`src/rtl/core/itaf_pkg.sv`:
```
`timescale 1ns / 1ps
// ----------------------------------------------------------------------------
// itaf_pkg
// Shared types, constants and the digit-to-character lookup for the
// integer to ASCII formatter.
// ----------------------------------------------------------------------------
package itaf_pkg;

  localparam int VALUE_W    = 64;
  localparam int MODE_W     = 3;
  localparam int CHAR_W     = 8;
  localparam int DEC_DIGITS = 19;
  localparam int BCD_W      = DEC_DIGITS * 4;
  localparam int HEX64_DIGITS = VALUE_W / 4;
  localparam int HEX32_DIGITS = 32 / 4;
  localparam int REMAIN_W   = $clog2(DEC_DIGITS + 1);
  localparam int BITCNT_W   = $clog2(VALUE_W);

  localparam logic [MODE_W-1:0] MODE_DEC      = 3'd0;
  localparam logic [MODE_W-1:0] MODE_HEX32_LO = 3'd1;
  localparam logic [MODE_W-1:0] MODE_HEX32_UP = 3'd2;
  localparam logic [MODE_W-1:0] MODE_HEX64_LO = 3'd3;
  localparam logic [MODE_W-1:0] MODE_HEX64_UP = 3'd4;

  localparam logic [CHAR_W-1:0] CHAR_MINUS    = 8'h2D;
  localparam logic [CHAR_W-1:0] CHAR_ZERO     = 8'h30;
  localparam logic [CHAR_W-1:0] UPPER_OFFSET  = 8'h37;
  localparam logic [CHAR_W-1:0] LOWER_OFFSET  = 8'h57;

  typedef enum logic [2:0] {
    ST_IDLE,
    ST_CONVERT,
    ST_SKIP,
    ST_SIGN,
    ST_EMIT
  } state_t;

  function automatic logic [CHAR_W-1:0] digit_char(input logic [3:0] d,
                                                   input logic upper);
    logic [CHAR_W-1:0] ext;
    ext = {4'h0, d};
    if (d < 4'd10) begin
      digit_char = CHAR_ZERO + ext;
    end else if (upper) begin
      digit_char = UPPER_OFFSET + ext;
    end else begin
      digit_char = LOWER_OFFSET + ext;
    end
  endfunction

endpackage

```
`src/rtl/core/integer_to_ascii_formatter_top.sv`:
```
`timescale 1ns / 1ps
// ----------------------------------------------------------------------------
// integer_to_ascii_formatter_top
// Formats a 64-bit value as ASCII, signed decimal or 32/64-bit hex.
// ----------------------------------------------------------------------------
// Usage:
//   Input channel item_valid/item_stall carries value and mode. Output
//   channel char_valid/char_stall carries one character word per cycle
//   unless stalled, most significant digit first, last set on the final word.
//   Decimal: the magnitude passes through a shared shift-and-add-3 step,
//   one bit per cycle. Leading zero digits are then dropped at one per
//   cycle, then an optional '-' and the digits leave one per cycle when
//   the output is not stalled. Hex: nibbles load directly; leading zeros
//   dropped one per cycle.
//   item_stall is high from acceptance until the last word is registered;
//   one item is worked on at a time.
//   A stalled output word is held; the sequencer waits on it.
//   Reset empties the output register and returns the sequencer to idle.
// ----------------------------------------------------------------------------
module integer_to_ascii_formatter_top (
  input  logic                          clk,
  input  logic                          rst,
  input  logic                          item_valid,
  output logic                          item_stall,
  input  logic [itaf_pkg::VALUE_W-1:0]  value,
  input  logic [itaf_pkg::MODE_W-1:0]   mode,
  output logic                          char_valid,
  input  logic                          char_stall,
  output logic [itaf_pkg::CHAR_W-1:0]   char_code,
  output logic                          last
);

  itaf_pkg::state_t state, state_next;

  logic [itaf_pkg::VALUE_W-1:0]  mag;
  logic [itaf_pkg::BITCNT_W-1:0] bitcnt;
  logic [itaf_pkg::BCD_W-1:0]    digits;
  logic [itaf_pkg::BCD_W-1:0]    digits_dabbled;
  logic [itaf_pkg::REMAIN_W-1:0] remain;
  logic                          neg;
  logic                          upper;

  logic        accept;
  logic        slot_free;
  logic        top_zero;
  logic        is_hex;
  logic        load_sign;
  logic        load_digit;
  logic [3:0]  top_digit;

  itaf_dabble_step u_step (
    .bcd      (digits),
    .bit_in   (mag[itaf_pkg::VALUE_W-1]),
    .bcd_next (digits_dabbled)
  );

  assign top_digit = digits[itaf_pkg::BCD_W-1 -: 4];
  assign top_zero  = (top_digit == 4'd0);
  assign slot_free = !char_valid || !char_stall;
  assign is_hex    = (mode == itaf_pkg::MODE_HEX32_LO) || (mode == itaf_pkg::MODE_HEX32_UP) ||
                     (mode == itaf_pkg::MODE_HEX64_LO) || (mode == itaf_pkg::MODE_HEX64_UP);

  always_comb begin
    state_next = state;
    case (state)
      itaf_pkg::ST_IDLE: begin
        if (item_valid) begin
          state_next = is_hex ? itaf_pkg::ST_SKIP : itaf_pkg::ST_CONVERT;
        end
      end
      itaf_pkg::ST_CONVERT: begin
        if (bitcnt == itaf_pkg::BITCNT_W'(itaf_pkg::VALUE_W - 1)) begin
          state_next = itaf_pkg::ST_SKIP;
        end
      end
      itaf_pkg::ST_SKIP: begin
        if (!(top_zero && remain > itaf_pkg::REMAIN_W'(1))) begin
          state_next = neg ? itaf_pkg::ST_SIGN : itaf_pkg::ST_EMIT;
        end
      end
      itaf_pkg::ST_SIGN: begin
        if (slot_free) begin
          state_next = itaf_pkg::ST_EMIT;
        end
      end
      itaf_pkg::ST_EMIT: begin
        if (slot_free && remain == itaf_pkg::REMAIN_W'(1)) begin
          state_next = itaf_pkg::ST_IDLE;
        end
      end
      default: state_next = itaf_pkg::ST_IDLE;
    endcase
  end

  always_comb begin
    item_stall = 1'b1;
    load_sign  = 1'b0;
    load_digit = 1'b0;
    case (state)
      itaf_pkg::ST_IDLE:    item_stall = 1'b0;
      itaf_pkg::ST_SIGN:    load_sign  = slot_free;
      itaf_pkg::ST_EMIT:    load_digit = slot_free;
      default: begin
      end
    endcase
  end

  assign accept = item_valid && !item_stall;

  always_ff @(posedge clk) begin
    if (rst) begin
      state      <= itaf_pkg::ST_IDLE;
      char_valid <= 1'b0;
    end else begin
      state <= state_next;
      if (load_sign || load_digit) begin
        char_valid <= 1'b1;
      end else if (!char_stall) begin
        char_valid <= 1'b0;
      end
    end
  end

  always_ff @(posedge clk) begin
    if (accept) begin
      bitcnt <= '0;
      upper  <= (mode == itaf_pkg::MODE_HEX32_UP) || (mode == itaf_pkg::MODE_HEX64_UP);
      if (is_hex) begin
        neg <= 1'b0;
        mag <= value;
        if (mode == itaf_pkg::MODE_HEX32_LO || mode == itaf_pkg::MODE_HEX32_UP) begin
          digits <= {value[31:0], (itaf_pkg::BCD_W - 32)'(0)};
          remain <= itaf_pkg::REMAIN_W'(itaf_pkg::HEX32_DIGITS);
        end else begin
          digits <= {value, (itaf_pkg::BCD_W - itaf_pkg::VALUE_W)'(0)};
          remain <= itaf_pkg::REMAIN_W'(itaf_pkg::HEX64_DIGITS);
        end
      end else begin
        neg    <= value[itaf_pkg::VALUE_W-1];
        mag    <= value[itaf_pkg::VALUE_W-1] ? (~value + 64'd1) : value;
        digits <= '0;
        remain <= itaf_pkg::REMAIN_W'(itaf_pkg::DEC_DIGITS);
      end
    end else if (state == itaf_pkg::ST_CONVERT) begin
      digits <= digits_dabbled;
      mag    <= {mag[itaf_pkg::VALUE_W-2:0], 1'b0};
      bitcnt <= bitcnt + itaf_pkg::BITCNT_W'(1);
    end else if (state == itaf_pkg::ST_SKIP) begin
      if (top_zero && remain > itaf_pkg::REMAIN_W'(1)) begin
        digits <= {digits[itaf_pkg::BCD_W-5:0], 4'h0};
        remain <= remain - itaf_pkg::REMAIN_W'(1);
      end
    end else if (load_digit) begin
      digits <= {digits[itaf_pkg::BCD_W-5:0], 4'h0};
      remain <= remain - itaf_pkg::REMAIN_W'(1);
    end
  end

  always_ff @(posedge clk) begin
    if (load_sign) begin
      char_code <= itaf_pkg::CHAR_MINUS;
      last      <= 1'b0;
    end else if (load_digit) begin
      char_code <= itaf_pkg::digit_char(top_digit, upper);
      last      <= (remain == itaf_pkg::REMAIN_W'(1));
    end
  end

endmodule

```
`src/rtl/core/itaf_dabble_step.sv`:
```
`timescale 1ns / 1ps
// ----------------------------------------------------------------------------
// itaf_dabble_step
// One shift-and-add-3 step of binary to BCD conversion over all digits.
// ----------------------------------------------------------------------------
module itaf_dabble_step (
  input  logic [itaf_pkg::BCD_W-1:0] bcd,
  input  logic                       bit_in,
  output logic [itaf_pkg::BCD_W-1:0] bcd_next
);

  logic [itaf_pkg::BCD_W-1:0] adjusted;

  always_comb begin
    for (int i = 0; i < itaf_pkg::DEC_DIGITS; i++) begin
      if (bcd[i*4 +: 4] >= 4'd5) begin
        adjusted[i*4 +: 4] = bcd[i*4 +: 4] + 4'd3;
      end else begin
        adjusted[i*4 +: 4] = bcd[i*4 +: 4];
      end
    end
  end

  assign bcd_next = {adjusted[itaf_pkg::BCD_W-2:0], bit_in};

endmodule

```
`config.mk`:
```
export PLATFORM = sky130hd
export DESIGN_NAME = integer_to_ascii_formatter_top
export DESIGN_NICKNAME = d
export VERILOG_FILES = /design/src/rtl/core/itaf_pkg.sv /design/src/rtl/core/integer_to_ascii_formatter_top.sv /design/src/rtl/core/itaf_dabble_step.sv
export SDC_FILE = /design/constraint.sdc
export NUM_CORES = 1
export LEC_CHECK = 0
export BUFFER_PORTS_ARGS = -buffer_cell sky130_fd_sc_hd__buf_4
export CAP_MARGIN = 15
export CORE_MARGIN = 3
export CORE_UTILIZATION = 30
export CTS_CLUSTER_DIAMETER = 50
export DETAILED_ROUTE_END_ITERATION = 10
export GPL_ROUTABILITY_DRIVEN = 0
export PLACE_DENSITY = 0.46
export SLEW_MARGIN = 20
export SYNTH_ARGS = -nofsm -noshare
export SYNTH_HDL_FRONTEND = slang
export SYNTH_SLANG_ARGS = --single-unit
```
`constraint.sdc`:
```
create_clock -name clk -period 10.8 [get_ports clk]
set_clock_uncertainty 0.2 [all_clocks]
set_input_delay 2.16 -clock clk [delete_from_list [all_inputs] [get_ports clk]]
set_output_delay 2.16 -clock clk [all_outputs]
set_load 0.02 [all_outputs]
```
==> flow_metrics.py <==
metrics = {
    "critical_path": {
        "crit_type": "primary input to flip-flop",
        "end_kind": "flip-flop",
        "cp_max_fo": 73,
        "worst_ep_arrival_time_ps": 4820,
        "worstSetupStartpointType": "primary input",
        "slowest_delay_ps": 760,
        "required_ps": 10760,
        "crit_top_cell": "buf_4",
        "cp_slowest_cell": "buf_4",
        "worstPathCellList": "buf_4 -> nor2b_1 -> nand2_4 -> inv_1 -> buf_4 -> nor2_4 -> buf_4 -> clkinv_2 -> buf_4 -> o221ai_1",
    },
    "layout": {
        "area_growth_pct": 15.3,
        "layout_common_cells": "147 x edfxtp_1, 129 x nand2_1, 120 x o21ai_0",
        "antennaDiodeCount": 0,
        "final_common_cell": "edfxtp_1",
        "multi_input_area_sq_um": 5550,
        "seqCellArea_sq_um": 4770,
        "fillCellCount": 3569,
        "nets": 1314,
        "instances_no_fill": 1668,
        "final_layout_size_suffix_gt1_share_pct": 11.9,
    },
    "sta": {
        "post-route-min-period_ps": 4850,
        "tightestPinTransition_ps": 1070,
        "max_freq_mhz": 206,
        "setup_viol": 0,
        "slew_headroom_pct": 28.6,
        "final-hold-violation-count": 0,
        "rsz0062_at_grt": "false",
        "fin_tns_setup_ps": 0,
        "slew_violations": 0,
        "fin_crit_sh_pct": 44.9,
    },
    "die": {
        "design.die.area_sq_um": 38000,
        "fp.dieH_microns": 195,
        "initial_core_util_pct": 30.7,
        "die_x_microns": 195,
        "rows": 68,
        "io_pins": 82,
        "coreArea_sq_um": 34900,
    },
    "global_route": {
        "track_usage_pct": 16.8,
        "grt_pass1_vias": 8505,
        "grt_max_degree": 96,
        "antenna_found_initial": 0,
        "grt_overflow": 0,
        "grt_pass1_wl_microns": 50400,
    },
    "logic_synthesis": {
        "yosysSeqAreaShare_pct": 44.6,
        "synth_edf_count": 147,
        "syn_avg_cell_area_sq_um": 9.32,
        "synth_area_sq_um": 10700,
        "synth_ff_type": "edfxtp_1",
        "yosysUniqueCellTypes": 51,
        "synth_cells": 1150,
        "yosysTopAreaCell": "edfxtp_1",
        "synth_top_area_share_pct": 41.2,
        "yosysWarnings": 0,
        "netlist_top_cells_area": "edfxtp_1 41%, o21ai_0 5.7%, xnor2_1 5.6%, ha_1 5.0%, nand2_1 4.6%",
        "async_reset_ff_share_pct": 0,
        "ys_ff_latch": 165,
        "syn-num-nets": 1264,
    },
    "route": {
        "vias_per_cell": 5.33,
        "drc": 0,
        "drt_iter0_drc": 556,
        "dr.pass1.iters": 5,
        "routed_wl_microns": 32400,
        "dr_total_vias": 8888,
        "avgRoutedWirePerCell_microns": 19.4,
        "postRouteAntennaNets": 0,
    },
    "clock_network": {
        "post_cts_buffers": 0,
        "cts_buffers": 17,
        "cts-root-buf": "clkbuf_16",
        "htree_levels": 4,
        "cts_max_path_buffers": 2,
        "post_cts_resized": 0,
        "cts.sinks": 165,
        "clk_latency_ps": 450,
        "cts_tree": "built",
        "clk_pin_slew_ps": 70,
        "cts_hold_buf": 0,
    },
    "pwr": {
        "p_leak_nw": 4.51,
        "power_density_nw_per_um2": 293,
        "vdd_drop_max_v": 0.000126,
    },
    "place": {
        "placed_cells": 1636,
        "detailed_place_hpwl_microns": 22200,
        "io_buffers": 80,
    },
    "status": {
        "outcome": "complete, no violations",
    },
    "hold_path": {
        "min-delay-path-class": "flip-flop to flip-flop",
    },
    "run": {
        "cap_violations": 0,
    },
}
==> critical path, delay by kind of cell <==
kind	cells	cell delay [ps]
compound gates	1	190
buf+inv	6	1770
simple gates	3	580
==> final cells by class <==
class,instances,share of cell area [%]
tap,455,4.61
sequential,165,38.7
clock buffer,19,3.67
timing repair buffer,94,5.71
inverter,54,1.65
multi-input combinational,868,44.9
clock inverter,13,0.760
==> metrics by stage <==
| step | worst slack, ps | hold WS, ps | area, sq um | total power, mW | utilization, % |
|---|---|---|---|---|---|
| 6_report | 5950 | 265 | 12400 | 3.62 | 35.4 |
| 5_1_grt | 5660 | 298 | 12400 | 3.92 | 35.4 |
| 4_1_cts | 5890 | 272 | 12400 | 3.65 | 35.4 |
| 3_5_place_dp | 5400 | 261 | 11800 | 3.04 | 33.8 |
| 3_3_place_gp | 5470 | 255 | 11800 | 3.03 | 33.8 |
| 2_1_floorplan | 2120 | 253 | 10700 | 2.60 | - |
==> state kept, by name, summed over array words and instances (netlist names) <==
signal      flops
digits         76
mag            64
char_code       7
bitcnt          6
remain          5
state           3
char_valid      1
last            1
neg             1
upper           1
==> cells in the mapped netlist, drive strengths merged (28+ instances only) <==
| library cell | count |
|---|---|
| ha | 43 |
| xor2 | 28 |
| inv | 52 |
| xnor2 | 69 |
| mux2i | 31 |
| nor2 | 89 |
| edfxtp | 147 |
| o21ai | 126 |
| nand2 | 131 |
| nor3 | 36 |
| a21oi | 89 |
| clkbuf | 54 |
==> path summary, 6_finish.rpt <==
check                           depth (start not counted)  startpoint  slack, ps          to
worst max register to register                          9    state[0]       7050  digits[36]
worst min register to register                          2        last        260        last
worst min-delay path                                    2        last        260        last
worst max-delay path                                   10  item_valid       5950  digits[36]
==> logic make-up after synthesis <==
family	share of synthesized area, %
AND/OR/NAND/NOR	15.3
adder cells (fa/ha/maj)	5.02
other	0.0350
XOR/XNOR	7.93
multiplexers	3.00
buffers and inverters	4.16
AO/OA/AOI/OAI	20.0
flip-flops	44.6
==> per-layer routing <==
layer	track usage (%)	wire [microns]	vias to the layer above	part of all wire (%)
met4	5.36	654	0	2.0
li1	-	-	4315	-
met1	24.0	15800	4332	49
met2	26.3	14600	209	45
met3	2.48	1360	32	4.2
met5	0	0	-	0
==> power by group <==
group	leakage, nW	switching, mW	internal (mW)
combinational	2.62	0.958	0.590
clock	0.280	0.287	0.310
sequential	1.61	0.250	1.22
Note: power is estimated with default switching activity, not from simulation.
